`config.mk`:
```
export PLATFORM = sky130hd
export DESIGN_NAME = bma_acc
export DESIGN_NICKNAME = d
export VERILOG_FILES = /design/src/hdl/bma_pkg.sv /design/src/hdl/bma_acc.sv
export SDC_FILE = /design/constraint.sdc
export NUM_CORES = 1
export LEC_CHECK = 0
export BUFFER_PORTS_ARGS = -buffer_cell sky130_fd_sc_hd__buf_2
export CAP_MARGIN = 20
export CORE_AREA = 4 4 84 86
export DETAILED_ROUTE_END_ITERATION = 6
export DIE_AREA = 0 0 88 90
export HOLD_SLACK_MARGIN = 0.08
export PLACE_DENSITY = 0.82
export SYNTH_ARGS = -nofsm -noshare
export SYNTH_HDL_FRONTEND = slang
export SYNTH_SLANG_ARGS = --single-unit
export TNS_END_PERCENT = 20
```
`constraint.sdc`:
```
create_clock -name i_clk -period 4.6 [get_ports i_clk]
set_input_delay 0.92 -clock i_clk [delete_from_list [all_inputs] [get_ports i_clk]]
set_output_delay 0.92 -clock i_clk [all_outputs]
set_load 0.02 [all_outputs]
```
`src/hdl/bma_pkg.sv`:
```
// ----------------------------------------------------------------------------
// bma_pkg
// Shared types and constants for the boxcar moving average core.
// ----------------------------------------------------------------------------
package bma_pkg;

    localparam int SAMPLE_W = 16;
    localparam int CFG_W    = 9;

    typedef enum logic [2:0] {
        S_IDLE,
        S_READ,
        S_ACC,
        S_DLOAD,
        S_DIV,
        S_OUT
    } t_state;

    typedef struct packed {
        logic clear;
        logic load;
        logic shift;
    } t_acc_ctl;

    typedef struct packed {
        logic load;
        logic shift;
    } t_div_ctl;

endpackage

```
`src/hdl/bma_acc.sv`:
```
// ----------------------------------------------------------------------------
// bma_acc
// Bit-serial running sum: sum + new - old, LSB first, one bit per cycle.
// A two's complement negation runs alongside to give the magnitude.
// ----------------------------------------------------------------------------
module bma_acc #(
    parameter int SUM_W = 25
) (
    input  logic                                  i_clk,
    input  logic                                  i_rst_n,
    input  bma_pkg::t_acc_ctl                     i_ctl,
    input  logic signed [bma_pkg::SAMPLE_W-1:0]   i_new,
    input  logic signed [bma_pkg::SAMPLE_W-1:0]   i_old,
    output logic [SUM_W-1:0]                      o_mag,
    output logic                                  o_sign
);

    logic [SUM_W-1:0]              r_sum;
    logic [SUM_W-1:0]              r_neg;
    logic [bma_pkg::SAMPLE_W-1:0]  r_a;
    logic [bma_pkg::SAMPLE_W-1:0]  r_b;
    logic [1:0]                    r_carry;
    logic                          r_seen;
    logic [2:0]                    bit_sum;

    assign bit_sum = {2'b00, r_sum[0]} + {2'b00, r_a[0]} + {2'b00, ~r_b[0]}
                   + {1'b0, r_carry};

    always_ff @(posedge i_clk) begin
        if (!i_rst_n) begin
            r_sum <= '0;
        end else if (i_ctl.clear) begin
            r_sum <= '0;
        end else if (i_ctl.shift) begin
            r_sum <= {bit_sum[0], r_sum[SUM_W-1:1]};
        end
    end

    always_ff @(posedge i_clk) begin
        if (i_ctl.load) begin
            r_a     <= i_new;
            r_b     <= i_old;
            r_carry <= 2'd1;
            r_seen  <= 1'b0;
        end else if (i_ctl.shift) begin
            r_a     <= {r_a[bma_pkg::SAMPLE_W-1], r_a[bma_pkg::SAMPLE_W-1:1]};
            r_b     <= {r_b[bma_pkg::SAMPLE_W-1], r_b[bma_pkg::SAMPLE_W-1:1]};
            r_carry <= bit_sum[2:1];
            r_seen  <= r_seen | bit_sum[0];
            r_neg   <= {bit_sum[0] ^ r_seen, r_neg[SUM_W-1:1]};
        end
    end

    assign o_sign = r_sum[SUM_W-1];
    assign o_mag  = o_sign ? r_neg : r_sum;

endmodule

```
# Yosys cells after proc, flatten, opt, wreduce, memory -nomap -nowiden
# Cells that the tools add are included.
dict set report op_classes {
  n_addsub 3
  n_mul 0
  div_mod_pow 0
  n_lt_le_gt_ge 0
  eq_ne 0
  n_shift 0
  n_mux 5
  bitwise 5
  n_reduce_logical 3
}
# cell count
set op_table {}
lappend op_table {{2-to-1 mux 16 bit} 2}
lappend op_table {{2-to-1 mux 15 bit} 2}
lappend op_table {{2-to-1 mux 25 bit} 1}
lappend op_table {{adder 2 x 1 -> 3 bit} 1}
lappend op_table {{adder 3 x 2 -> 3 bit} 1}
lappend op_table {{NOT 1 bit} 3}
lappend op_table {{adder 1 x 1 -> 2 bit} 1}
lappend op_table {{AND reduction 2 bit} 1}
lappend op_table {{nonzero test 2 bit} 1}
lappend op_table {{OR reduction 2 bit} 1}
lappend op_table {{bitwise OR 1 bit} 1}
lappend op_table {{XOR 1 bit} 1}
dict set report totals {
  regBits 85
  latchBits 0
  ram_bits 0
  mem_bits_ro 0
  out_inout_bits 26
  memories 0
}

# Logic depth before layout (Yosys ltp)
dict set report logic_depth {
  word_depth 4
  mapped_depth 6
}

# Worst setup path before layout
# No wires, ideal clock.
dict set report synth_path {
  kind {input to register}
  start {in i_ctl[0] (netlist name)}
  end {reg r_neg[0] (enable)}
  arrival_time_ns 2.355
  t_required_ns 4.190
  setup_slack_ns 1.836
  stages 3
  n_path_buf 2
  cell_sequence {buf_4 > buf_6 > nor2b_1}
}
dict set report synth_via {
  elab_chain_len 1
}
# item line
set synth_lines {}
lappend synth_lines {{from (decl)} bma_acc.sv:11} ;# input bma_pkg::t_acc_ctl i_ctl,
lappend synth_lines {{AND reduction 2 bit (no source line)} -}
lappend synth_lines {{to (signal assigned)} bma_acc.sv:50} ;# r_neg <= {bit_sum[0] ^ r_seen, r_neg[SUM_W-1:1]};
lappend synth_lines {{to (decl)} bma_acc.sv:19} ;# logic [SUM_W-1:0] r_neg;
# Every way passes these cells.
# A chain may end at the register's enable or synchronous reset.

# Worst setup path after layout
dict set report layout_path {
  start {reg r_sum[24]}
  end {out o_mag[4]}
}
dict set report layout_via {
  elab_chain_len 1
}
# item line
set layout_lines {}
lappend layout_lines {{from (decl)} bma_acc.sv:18} ;# logic [SUM_W-1:0] r_sum;
lappend layout_lines {{from (signal assigned)} bma_acc.sv:35} ;# r_sum <= {bit_sum[0], r_sum[SUM_W-1:1]};
lappend layout_lines {{2-to-1 mux 25 bit} bma_acc.sv:55} ;# assign o_mag = o_sign ? r_neg : r_sum;
lappend layout_lines {{to (decl)} bma_acc.sv:14} ;# output logic [SUM_W-1:0] o_mag,
# Every way passes these cells.

==> summary.md <==
| Metric | Value |
|---|---|
| Crit-path max FO | `18` |
| Slew @ Worst Pin | `between 0.9 and 1 ns` |
| # diodes | `0` |
| Die Width | `a little under 90 um` |
| Tcrit/Tclk final | `roughly 62%` |
| Pre-Repair DR Iteration Count | `4` |
| Hold_sp | `r_neg[6]$_DFFE_PP_` |
| Syn_nets | `roughly 260` |
| Initial antenna violation count | `0` |
| Synth Warn # | `0` |
| Die height | `~90 um` |
| DP Area | `about 0.004 mm2` |
| Layout cells sized above 1 | `a little under half` |
| Arr. time, crit path | `a little under 2 ns` |
| Setup CP Type | `reg -> out` |
| Number of global-route vias before repair | `just under 2,000` |
| Final Critical Period | `~2.9 ns` |
| Setup WS pre-CTS | `between 1.5 and 2 ns` |
| Clock Path Buffers | `2` |
| Setup ws final | `approximately 1.7 ns` |
| Syn Inst Count | `~220` |
| Final instance area | `0.00419 mm2` |
| RePlAce Congestion | `0.698` |
| DR WL/cell | `between 15 and 20 um` |
| WL final | `between 5 and 6 mm` |
| Commonest non-fill, non-tap cell in the layout | `buf_2` |
| Via count | `1,904` |
| Hold-critical path depth | `0` |
| Hold endpoint | `r_neg[5]$_DFFE_PP_` |
| Rel. slew slack | `roughly 40%` |
| Netlist cell types | `19` |
| Fin. Hold Viols | `0` |
| Max Cap Viol | `0` |
| Mapped Area | `about 0.0037 mm2` |
| Post-CTS setup buffers | `0` |
| M1 GR Usage | `21.9%` |
| Met3 usage | `4.30%` |
| Final setup violation count | `0` |
| CTS tree | `built` |
| Total power | `~0.0016 W` |
| R2R depth | `5` |
| Detailed placement HPWL | `3.74 mm` |
| Clock Skew | `0.00831 ns` |
| Total GRT Usage | `around 16%` |
| Port bufs | `62` |
| Post-synth top area share | `46.5%` |
| Synthesized flop and latch total | `85` |
| Gr busiest metal | `met2` |
| GR Overflow Total | `0` |
| Remaining DRCs | `0` |
| Reg2reg start | `r_b[0]$_DFFE_PP_` |
| Post-synth top area cell | `edfxtp_1` |
| Nets@finish | `roughly 330` |
| Area Growth Syn to Fin | `13.7%` |
| Pwr dens | `379 mW/mm2` |
| Max-slew violations | `0` |
| VDD IR max | `between 200 and 300 uV` |
| FP Rows | `29` |
| Flop-to-flop setup slack | `about 2.6 ns` |
| FMAX | `approximately 0.35 GHz` |
| Remaining antenna violation count | `0` |
| Seq/Total Area, Yosys | `between 60% and 70%` |
| Synth area leaders | `edfxtp_1 46%, mux2_4 16%, dfxtp_1 15%` |
| Status | `complete, no violations` |
| Setup TNS Final | `0 ns` |
| Reg clk slew, reported paths | `around 0.080 ns` |
| Clock H-tree levels | `3` |
| Die ar. | `just under 0.008 mm2` |
| Skew-Pair Late Insertion Delay | `approximately 0.34 ns` |
| CTS Hold Bufs | `0` |
| Largest net degree at the start of global routing | `39` |
| CTS sink count | `between 80 and 90` |
| LEAKAGE | `approximately 1.8 nW` |
| M2 GR Usage | `a little under a quarter` |
| Initial Util | `roughly 59%` |
| Post-synthesis average cell area | `approximately 17 um2` |
| Ports | `63` |
| First-pass GRT wire length | `roughly 9.6 mm` |
| Detailed Route Iter0 Violations | `80` |
| Via density per instance | `about 5.2` |
| Root buffer cell | `clkbuf_8` |
| CP Capture Type | `output pin` |
| Crit path required time | `about 3.7 ns` |
| Post-CTS Resized | `0` |
| Most frequent cells in the layout | `62 x buf_2, 57 x edfxtp_1, 40 x mux2_4` |
| Inserted Clock Buffers | `9` |
| RSZ-0062 raised after global routing | `no` |
| Critical Path Source Type | `flip-flop` |
| Hold Crit Class | `reg -> reg` |
| CORE AREA | `approximately 0.0063 mm2` |
| Reg2reg end | `r_carry[0]$_SDFFE_PP1P_` |
## state kept, by name, summed over array words and instances (netlist names)
| signal | flops |
|---|---|
| r_neg | 25 |
| r_sum | 25 |
| r_a | 16 |
| r_b | 16 |
| r_carry | 2 |
| r_seen | 1 |
## logic make-up after synthesis
family,after synthesis,synth area share (%)
DFF,85,61.7
buffers and inverters,17,4.45
and+or+nand+nor,34,3.94
AOI/OAI and AO/OA,2,0.442
adders and majority gates,4,1.77
muxes,80,27.7
## Yosys cell counts, drive strengths merged
master	n
edfxtp	57
mux2	54
dfxtp	28
nor2	27
mux2i	26
buf	14
and2	3
inv	3
fa	2
ha	2
nor2b	2
a211o	1
a211oi	1
nand2b	1
or2	1
## worst max path at each step
stage	start	endpoint	slack (ns)	depth (start not counted)
floorplan	i_ctl[0]	r_neg[0]$_DFFE_PP_	1.84	3
global placement	i_ctl[0]	r_neg[0]$_DFFE_PP_	1.80	3
detailed placement	i_ctl[0]	r_neg[0]$_DFFE_PP_	1.67	3
CTS	r_sum[24]$_SDFFE_PP0P_	o_mag[4]	1.69	3
global route	r_sum[24]$_SDFFE_PP0P_	o_mag[4]	1.61	3
finish	r_sum[24]$_SDFFE_PP0P_	o_mag[4]	1.74	3
## per-stage QoR
step | utilization, % | hold slack [ns] | instances
CTS | 66.5 | 0.459 | 366
floorplan | - | 0.418 | 222
finish | 66.7 | 0.456 | 367
global route | 66.7 | 0.466 | 367
global placement | 63.1 | 0.433 | 350
detailed placement | 63.1 | 0.438 | 350
## where the power goes
part | total [W] | leakage [nW] | switching [W] | internal, W
registers | 0.000884 | 0.786 | 0.0000181 | 0.000866
clock network | 0.000543 | 0.106 | 0.000248 | 0.000295
logic | 0.000160 | 0.907 | 0.0000728 | 0.0000870
## layer usage
| metal | wire length, um | vias to the layer above |
|---|---|---|
| met5 | 0 | - |
| met4 | 82 | 0 |
| met3 | 284 | 6 |
| met2 | 2730 | 43 |
| met1 | 2610 | 930 |
| li1 | - | 925 |
## layout make-up
type                       count  area, um2
tap                           77       96.3
multi-input combinational    120       1250
inverter                       3       11.3
clock inverter                 3       42.5
clock buffer                  13        169
timing repair buffer          66        348
sequential                    85       2270
fill                         458       2090
## worst max-delay path: stages, from the launching register on
cell,delay (ns)
dfxtp_1,0.66
buf_4,0.39
mux2_2,0.38
buf_2,0.16
Power figures use the tool's default switching activity.
