`src/hdl/bma_pkg.sv`:
```
// ----------------------------------------------------------------------------
// bma_pkg
// Shared types and constants for the boxcar moving average core.
// ----------------------------------------------------------------------------
package bma_pkg;

    localparam int SAMPLE_W = 16;
    localparam int CFG_W    = 9;

    typedef enum logic [2:0] {
        S_IDLE,
        S_READ,
        S_ACC,
        S_DLOAD,
        S_DIV,
        S_OUT
    } t_state;

    typedef struct packed {
        logic clear;
        logic load;
        logic shift;
    } t_acc_ctl;

    typedef struct packed {
        logic load;
        logic shift;
    } t_div_ctl;

endpackage

```
`src/hdl/bma_div.sv`:
```
// ----------------------------------------------------------------------------
// bma_div
// Restoring serial divider, one quotient bit per cycle, with sign restore
// and clipping to the signed 16-bit range.
// ----------------------------------------------------------------------------
module bma_div #(
    parameter int SUM_W = 25,
    parameter int LEN_W = 9
) (
    input  logic                                  i_clk,
    input  bma_pkg::t_div_ctl                     i_ctl,
    input  logic [SUM_W-1:0]                      i_mag,
    input  logic                                  i_sign,
    input  logic [LEN_W-1:0]                      i_len,
    output logic signed [bma_pkg::SAMPLE_W-1:0]   o_result
);

    localparam int Q_W = bma_pkg::SAMPLE_W + 1;

    logic [SUM_W-1:0] r_dvd;
    logic [LEN_W-1:0] r_rem;
    logic [Q_W-1:0]   r_quo;
    logic             r_ovf;
    logic             r_neg;
    logic [LEN_W:0]   trial;
    logic [LEN_W:0]   diff;
    logic             ge;
    logic             clip_pos;
    logic             clip_neg;

    assign trial = {r_rem, r_dvd[SUM_W-1]};
    assign diff  = trial - {1'b0, i_len};
    assign ge    = (trial >= {1'b0, i_len});

    always_ff @(posedge i_clk) begin
        if (i_ctl.load) begin
            r_dvd <= i_mag;
            r_rem <= '0;
            r_quo <= '0;
            r_ovf <= 1'b0;
            r_neg <= i_sign;
        end else if (i_ctl.shift) begin
            r_dvd <= {r_dvd[SUM_W-2:0], 1'b0};
            r_rem <= ge ? diff[LEN_W-1:0] : trial[LEN_W-1:0];
            r_quo <= {r_quo[Q_W-2:0], ge};
            r_ovf <= r_ovf | r_quo[Q_W-1];
        end
    end

    assign clip_pos = r_ovf || r_quo[Q_W-1] || r_quo[Q_W-2];
    assign clip_neg = r_ovf || r_quo[Q_W-1]
                   || (r_quo[Q_W-2] && (r_quo[Q_W-3:0] != '0));

    always_comb begin
        if (r_neg) begin
            if (clip_neg) begin
                o_result = {1'b1, {(bma_pkg::SAMPLE_W-1){1'b0}}};
            end else begin
                o_result = ~r_quo[bma_pkg::SAMPLE_W-1:0] + 1'b1;
            end
        end else begin
            if (clip_pos) begin
                o_result = {1'b0, {(bma_pkg::SAMPLE_W-1){1'b1}}};
            end else begin
                o_result = r_quo[bma_pkg::SAMPLE_W-1:0];
            end
        end
    end

endmodule

```
`config.mk`:
```
export PLATFORM = sky130hd
export DESIGN_NAME = bma_div
export DESIGN_NICKNAME = d
export VERILOG_FILES = /design/src/hdl/bma_pkg.sv /design/src/hdl/bma_div.sv
export SDC_FILE = /design/constraint.sdc
export NUM_CORES = 1
export LEC_CHECK = 0
export BUFFER_PORTS_ARGS = -buffer_cell sky130_fd_sc_hd__clkbuf_2
export CORE_MARGIN = 1
export CORE_UTILIZATION = 55
export DETAILED_ROUTE_END_ITERATION = 12
export GPL_TIMING_DRIVEN = 0
export PLACE_DENSITY = 0.79
export SYNTH_ARGS = -nofsm -noshare
export SYNTH_HDL_FRONTEND = slang
export SYNTH_SLANG_ARGS = --single-unit
```
`constraint.sdc`:
```
create_clock -name i_clk -period 3.4 [get_ports i_clk]
set_input_delay 0.17 -clock i_clk [delete_from_list [all_inputs] [get_ports i_clk]]
set_output_delay 0.17 -clock i_clk [all_outputs]
set_load 0.01 [all_outputs]
```
## Word level (Yosys, flattened, before mapping)

Cells that the tools add are included.

- Eq/ne operators: 0
- Bitwise logic cells: 2
- $mul: 0
- Div/mod/pow operators: 0
- Shift operators: 0
- Magnitude comparators: 1
- Reductions and logical operators: 6
- Add/sub/neg operators: 2
- Muxes and demuxes: 6

Operators with widths:

| operator | count |
|---|---|
| 2-to-1 mux 25 bit | 2 |
| 2-to-1 mux 16 bit | 3 |
| adder 16 x 1 -> 16 bit (second input constant) | 1 |
| inverter 16 bit | 1 |
| nonzero test 15 bit | 1 |
| >= comparator 10 x 9 -> 1 bit | 1 |
| 2-to-1 mux 9 bit | 1 |
| subtractor 9 bit | 1 |
| logical OR 1 bit | 3 |
| nonzero test 2 bit | 1 |
| logical AND 1 bit | 1 |
| OR 1 bit | 1 |

- Bits in read-only memories: 0
- Memories: 0
- RAM bits: 0
- Bits in latches: 0
- Register bits: 53

## Longest topological paths before layout

Gate-level depths: netlist of run 1.

- Word-level depth: 5
- Mapped depth: 10
- Gate-level depth less buffers: 10

## Least setup slack after synthesis of run 1

OpenSTA, ideal clock, no wires.

- Kind: reg2out
- Start point: reg r_quo[0]
- End point: out o_result[10] (netlist bit)
- Slack: 1.026 ns
- Data required time: 3.230 ns
- Cell stages (with the launch flop): 8
- Arrival: 2.204 ns
- Cells stage by stage: dfxtp_1 > inv_1 > ha_1 > or3b_4 > or4_4 > or3_1 > a31o_1 > a21o_1

- Cells in the longest elaborated chain, start to end: 5

RTL lines:

| item | RTL line | text |
|---|---|---|
| start: declaration | bma_div.sv:22 | `logic [Q_W-1:0] r_quo;` |
| start signal: assignment | bma_div.sv:45 | `r_quo <= {r_quo[Q_W-2:0], ge};` |
| branches (longest 3 deep; another with adder 16 x 1 -> 16 bit) | n/a |  |
| 2-to-1 mux 16 bit (*) | bma_div.sv:56 | `if (clip_neg) begin` |
| 2-to-1 mux 16 bit (*) | bma_div.sv:55 | `if (r_neg) begin` |
| end: declaration | bma_div.sv:15 | `output logic signed [bma_pkg::SAMPLE_W-1:0] o_result` |

Every way passes the cells marked *.

## Worst setup path in the final report of run 1

- Start point: reg r_quo[0]
- End point: out o_result[13] (netlist bit)

The elaborated chain is that of the path after synthesis.

==> run metrics, run 1 <==
status complete, no violations; critical-path maximum fanout 8; Syn Area/Cell 9.80 um2; sequential fraction of the synthesis area between 40 and 50%; vias in the first global route 2263; worst hold-check path type input pin to register; Filler Cells Inserted 445; Die H roughly 76 um; Routed WL just over 6000 um; Clock Path Buffers 2; CTS H-tree depth 2; Critical Path RT 3.23 ns; DIE AREA 5830 um2; initial antenna violation count 0; r2r worst-path depth 10; Slowest-stage cell, CP nor4_1; Synth top cells by count nor2_1, dfxtp_1, edfxtp_1, mux2_2, mux2i_1; Max Cap Viol 0; YS warnings 0; RR Startpoint r_dvd[24]; non-filler cells, final 440; r2r endpoint r_rem[0]; met1 wire length 2870 um; fmax 324 MHz; core box area 5200 um2; Clock Skew between 0.008 and 0.009 ns; worst vdd ir about 0.32 mV; DRC 0; Post-DRT Antenna Nets 0; Min-Delay Startpoint i_sign; routed vias 2442; Final Hold Viols 0; largest cells by area after synthesis edfxtp_1, dfxtp_1, mux2_2, mux2i_1, nor2_1; post-layout net count 418; R2R setup slack 0.81 ns; worst skew pair latency 0.30 ns; Syn Nets 359; Crit Path Class register to output pin; crit-path leading delay family simple AND/OR/NAND/NOR gates; Post-synth EDFFs 26; drt first pass iters 5; Root Buffer clkbuf_8; Top FF cell, synth dfxtp_1; wire length on met3 282 um; Syn Inst Count 310; share of the synthesized area in the top cell type between 20% and 30%; layout cells sized above 1 around a quarter; setup violators final 0; Clk pin slew, worst setup/hold paths ~0.10 ns; # placed instances 432; Vias/cell 5.55; max incr delay on CP 0.47 ns; largest net degree at the start of global routing 26; HPWL Detailed 4500 um; n_diodes 0; IO Count 54; total gr overflow 0; critical path buffer and inverter count 3; layout overhead on the synthesized area 14.6%; setup TNS 0 ns; slew margin rel. around 7.7%; top-count cell post-synth nor2_1; Pleak between 1.5 and 2 nW; Starting Density 58.4%; Netlist Area Pre-Place 3040 um2; crit end category output pin; ys async rst share 0%; CTS tree yes; RSZ-0062 raised after global routing false; Hold Path Depth 1; gpl congestion 0.864; crit start category register; fin crit period 3.08 ns; CTS sink cnt 53; max-slew violations 0; part of the cycle the worst path needs between 90% and 100%; Avg WL per Cell between 10 and 15 um; Met2 Wirelength 2950 um; die width approximately 76 um; number of synthesized register bits 53; cell chain of the critical path inv_1 > ha_1 > or3b_4 > nor4_1 > a21boi_1 > nand2b_1 > buf_2 > o211a_1 > o21ai_1 > clkbuf_2; slew at the pin closest to its max-slew limit 1.37 ns; first-pass GRT wire length about 10000 um; All-Layer GR Usage 22.2%; Power Density 388 nW/um2; Synth cell types 50; # rows 26; Worst Hold Path EP r_neg; Highest Signal Layer met4; area leader, netlist edfxtp_1; total CTS buffers 5; crit path DAT approximately 2.9 ns; Port Buf Inserts 52; initial DRC count 165
## through the flow
stage                     power (mW)  instance area (um2)  setup slack [ns]  hold slack (ns)  util (%)
after CTS                       1.36                 3480             0.176           0.0251      66.8
after global routing            1.42                 3480            0.0554           0.0243      66.9
after detailed placement        1.01                 3390             0.552            0.354      65.1
final                           1.35                 3480             0.318           0.0404      66.9
after floorplan                0.932                 3040              1.03            0.269         -
after global placement          1.00                 3390             0.564            0.349      65.1
## sequential cells by signal, indices dropped and copies added (netlist names)
register,count
r_dvd,25
r_neg,1
r_ovf,1
r_rem,9
r_quo,17
## per-layer routing
layer | global-route usage (%) | vias up
li1 | - | 1241
met1 | 29.3 | 1132
met2 | 36.7 | 63
met3 | 4.07 | 6
met4 | 7.12 | 0
met5 | 0 | -
## how the worst max path moves through the flow
stage	to	from	cells after the start	slack (ns)
floorplan	o_result[10]	r_quo[0]	7	1.03
global placement	o_result[2]	r_quo[0]	9	0.56
detailed placement	o_result[2]	r_quo[0]	9	0.55
CTS	o_result[2]	r_quo[0]	9	0.18
global route	o_result[2]	r_quo[0]	9	0.06
finish	o_result[13]	r_quo[0]	10	0.32
## kinds of logic after synthesis
family                     share of synthesized area [%]
and+or+nand+nor                                     13.6
AOI/OAI and AO/OA                                   15.1
DFF                                                 43.5
muxes                                               17.2
buffers and inverters                               4.12
adders and majority gates                           4.78
xor gates and xnor gates                            1.73
## layout make-up
cell class	count	area, um2	area share, %
buffer	13	50.0	1.44
clock buffer	5	68.8	1.98
clock inverter	3	21.3	0.611
inverter	20	75.1	2.16
multi-input combinational	224	1600	45.9
sequential	53	1320	37.9
tap	70	87.6	2.51
timing repair buffer	52	260	7.47
## power by group
group | internal, mW | total (mW) | switching, mW
Clock | 0.147 | 0.355 | 0.209
Sequential | 0.717 | 0.733 | 0.0154
Combinational | 0.123 | 0.262 | 0.138
Total | 0.988 | 1.35 | 0.362
## placed cells by master, fill, tap and decap left out, types with 6 or more instances in the layout
cell      Yosys  routed
a21oi_1      20      20
inv_1        20      20
nand2_1      15      15
mux2i_1      23      23
edfxtp_1     26      26
clkbuf_1      7       7
mux2_2       26      26
clkbuf_2      0      52
a21o_1        6       6
o21ai_0      13      13
ha_1         10      10
nor2_1       41      41
dfxtp_1      27      27
## timing repair
item                                    CTS  global route
hold buffers                              0             0
gates resized for setup                   0             1
endpoints found under the setup margin    0             7
setup buffers                             0             0
Power figures use the tool's default switching activity.
==> run 2, diff against run 1 <==
--- a/config.mk
+++ b/config.mk
@@ -6,7 +6,7 @@
 export NUM_CORES = 1
 export LEC_CHECK = 0
 export BUFFER_PORTS_ARGS = -buffer_cell sky130_fd_sc_hd__clkbuf_2
-export CORE_MARGIN = 1
+export CORE_MARGIN = 2
 export CORE_UTILIZATION = 55
 export DETAILED_ROUTE_END_ITERATION = 12
 export GPL_TIMING_DRIVEN = 0
==> constraint.sdc (replaced) <==
create_clock -name i_clk -period 3.8 [get_ports i_clk]
set_input_delay 0.19 -clock i_clk [delete_from_list [all_inputs] [get_ports i_clk]]
set_output_delay 0.19 -clock i_clk [all_outputs]
set_load 0.01 [all_outputs]
==> run metrics, run 2 (synthesized netlist as in run 1, its figures left out) <==
Register Area 1320 um2 (unchanged); worst hold-check path type input pin to register; Final Hold Viols 0 (unchanged); vias in the first global route 2463 (+8.8%); crit end category output pin; DRC 0 (unchanged); DIE AREA 6140 um2 (+5.3%); post-layout net count 418 (unchanged); Die H 78.3 um (+2.6%); clock share of power 26.8% (+0.5 points); status complete, no violations; fin crit period 3.34 ns; die width 78.3 um (+2.6%); worst vdd ir 0.231 mV (-29%); post-CTS sizing 0 (unchanged); crit path DAT 3.15 ns (+0.24 ns); critical-path maximum fanout 10 (+2); Clock Path Buffers 2 (unchanged); first-pass GRT wire length 10500 um (+1.3%); max-slew violations 0 (unchanged); Clk pin slew, worst setup/hold paths 0.09 ns (about the same); CTS tree yes; Routed WL 6190 um (+0.49%); Starting Density 56.2% (-2.2 points); commonest cells after routing, fill and taps aside clkbuf_2, nor2_1, dfxtp_1; cts-stage hold buffer count 0 (unchanged); RSZ-0062 raised after global routing false; Root Buffer clkbuf_8; sequential power share 54.0% (-0.3 points); footprint of the multi-input gates 1590 um2 (-0.39%); CTS sink cnt 53 (unchanged); total placed instance area 3390 um2 (about the same); Crit Path Class register to output pin; slew margin rel. 15.0% (+7.3 points); routed vias 2473 (+1.3%); final std cell area, no fill 3480 um2 (-0.11%); Post-DRT Antenna Nets 0 (unchanged); Pleak 1.60 nW (-0.27%); core box area 5410 um2 (+3.8%); crit start category register; Power Density 350 nW/um2 (-9.7%); Comb power frac 19.2% (-0.2 points); worst skew pair latency 0.32 ns (+0.02 ns); slew at the pin closest to its max-slew limit 1.26 ns (-0.109 ns); Sw Share 27.4% (+0.53 points); HPWL Detailed 4450 um (-1.2%); setup violators final 0 (unchanged); Vias/cell 5.60 (+0.81%); fmax 299 MHz; IO Count 54 (unchanged); Critical Path RT 3.61 ns (+0.38 ns); Filler Cells Inserted 460 (+3.4%); Max Cap Viol 0 (unchanged); initial DRC count 172 (+4.2%); commonest non-fill, non-tap cell in the layout clkbuf_2; gpl congestion 0.881 (+1.9%); setup TNS 0 ns (unchanged); largest net degree at the start of global routing 26 (unchanged); P_int 0.884 mW (-10%); initial antenna violation count 0 (unchanged); largest register by flop count r_dvd; part of the cycle the worst path needs 88.0%; layout overhead on the synthesized area 14.5%; max reg flops 25 (unchanged); drt first pass iters 4 (-1); total CTS buffers 5 (unchanged); Avg WL per Cell 14.0 um (about the same); Port Buf Inserts 52 (unchanged); # rows 27 (+3.8%); All-Layer GR Usage 21.6% (-0.56 points); switching pwr 0.333 mW (-8.0%); CTS H-tree depth 2 (unchanged); layout cells sized above 1 25.4% (unchanged); Post-CTS Setup Inserts 0 (unchanged); Clock Skew 0.0120 ns (+0.00340 ns); Largest regs r_dvd x25, r_quo x17, r_rem x9; total gr overflow 0 (unchanged); n_diodes 0 (unchanged); hold_ws 0.0489 ns (+0.00849 ns)
-- run 2: routing by layer --
layer  track usage [%]  routed length [um]  up-vias
li1                  -                   -     1243
met1              26.8                2820     1147
met2              36.1                2950       70
met3              4.37                 275       13
met4              10.4                 144        0
met5                 0                   0        -
-- run 2: power by group through the flow --
stage               Sequential [mW]  Clock, mW  Combinational, mW
floorplan                     0.664          0              0.170
finish                        0.658      0.326              0.234
detailed placement            0.671          0              0.232
CTS                           0.658      0.335              0.234
global placement              0.668          0              0.227
global route                  0.662      0.354              0.261
-- run 2: final cells by class --
| cell class | instances | share of cell area [%] |
|---|---|---|
| inverters | 20 | 2.16 |
| well taps | 72 | 2.59 |
| flip-flops and latches | 53 | 38.0 |
| plain buffers | 13 | 1.44 |
| multi-input cells | 224 | 45.8 |
| repair buffers | 52 | 7.48 |
| clock buffers | 5 | 1.98 |
| clock inverters | 3 | 0.611 |
-- run 2: worst paths after layout --
| path | cells after the start | slack (ns) | endpoint | from |
|---|---|---|---|---|
| min | 1 | 0.05 | r_neg | i_sign |
| max | 9 | 0.46 | o_result[2] | r_quo[0] |
| max reg2reg | 10 | 1.25 | r_rem[0] | r_dvd[24] |
| min reg2reg | 1 | 0.50 | r_rem[8] | r_rem[8] |
-- run 2: per-stage QoR --
stage | instances | worst slack, ns | power [mW] | util [%]
finish | 442 | 0.456 | 1.22 | 64.4
global route | 442 | 0.207 | 1.28 | 64.4
CTS | 442 | 0.542 | 1.23 | 64.4
detailed placement | 434 | 0.940 | 0.903 | 62.7
global placement | 434 | 0.968 | 0.895 | 62.7
floorplan | 310 | 1.41 | 0.834 | -
-- run 2: critical path, stage by stage, from the launching register on --
cell and delay, ns:
dfxtp_1 0.37, inv_1 0.12, ha_1 0.19, or3b_4 0.42
nor4_1 0.47, a21boi_1 0.17, nor3_2 0.56, o21ai_0 0.20
a21oi_1 0.21, clkbuf_2 0.15
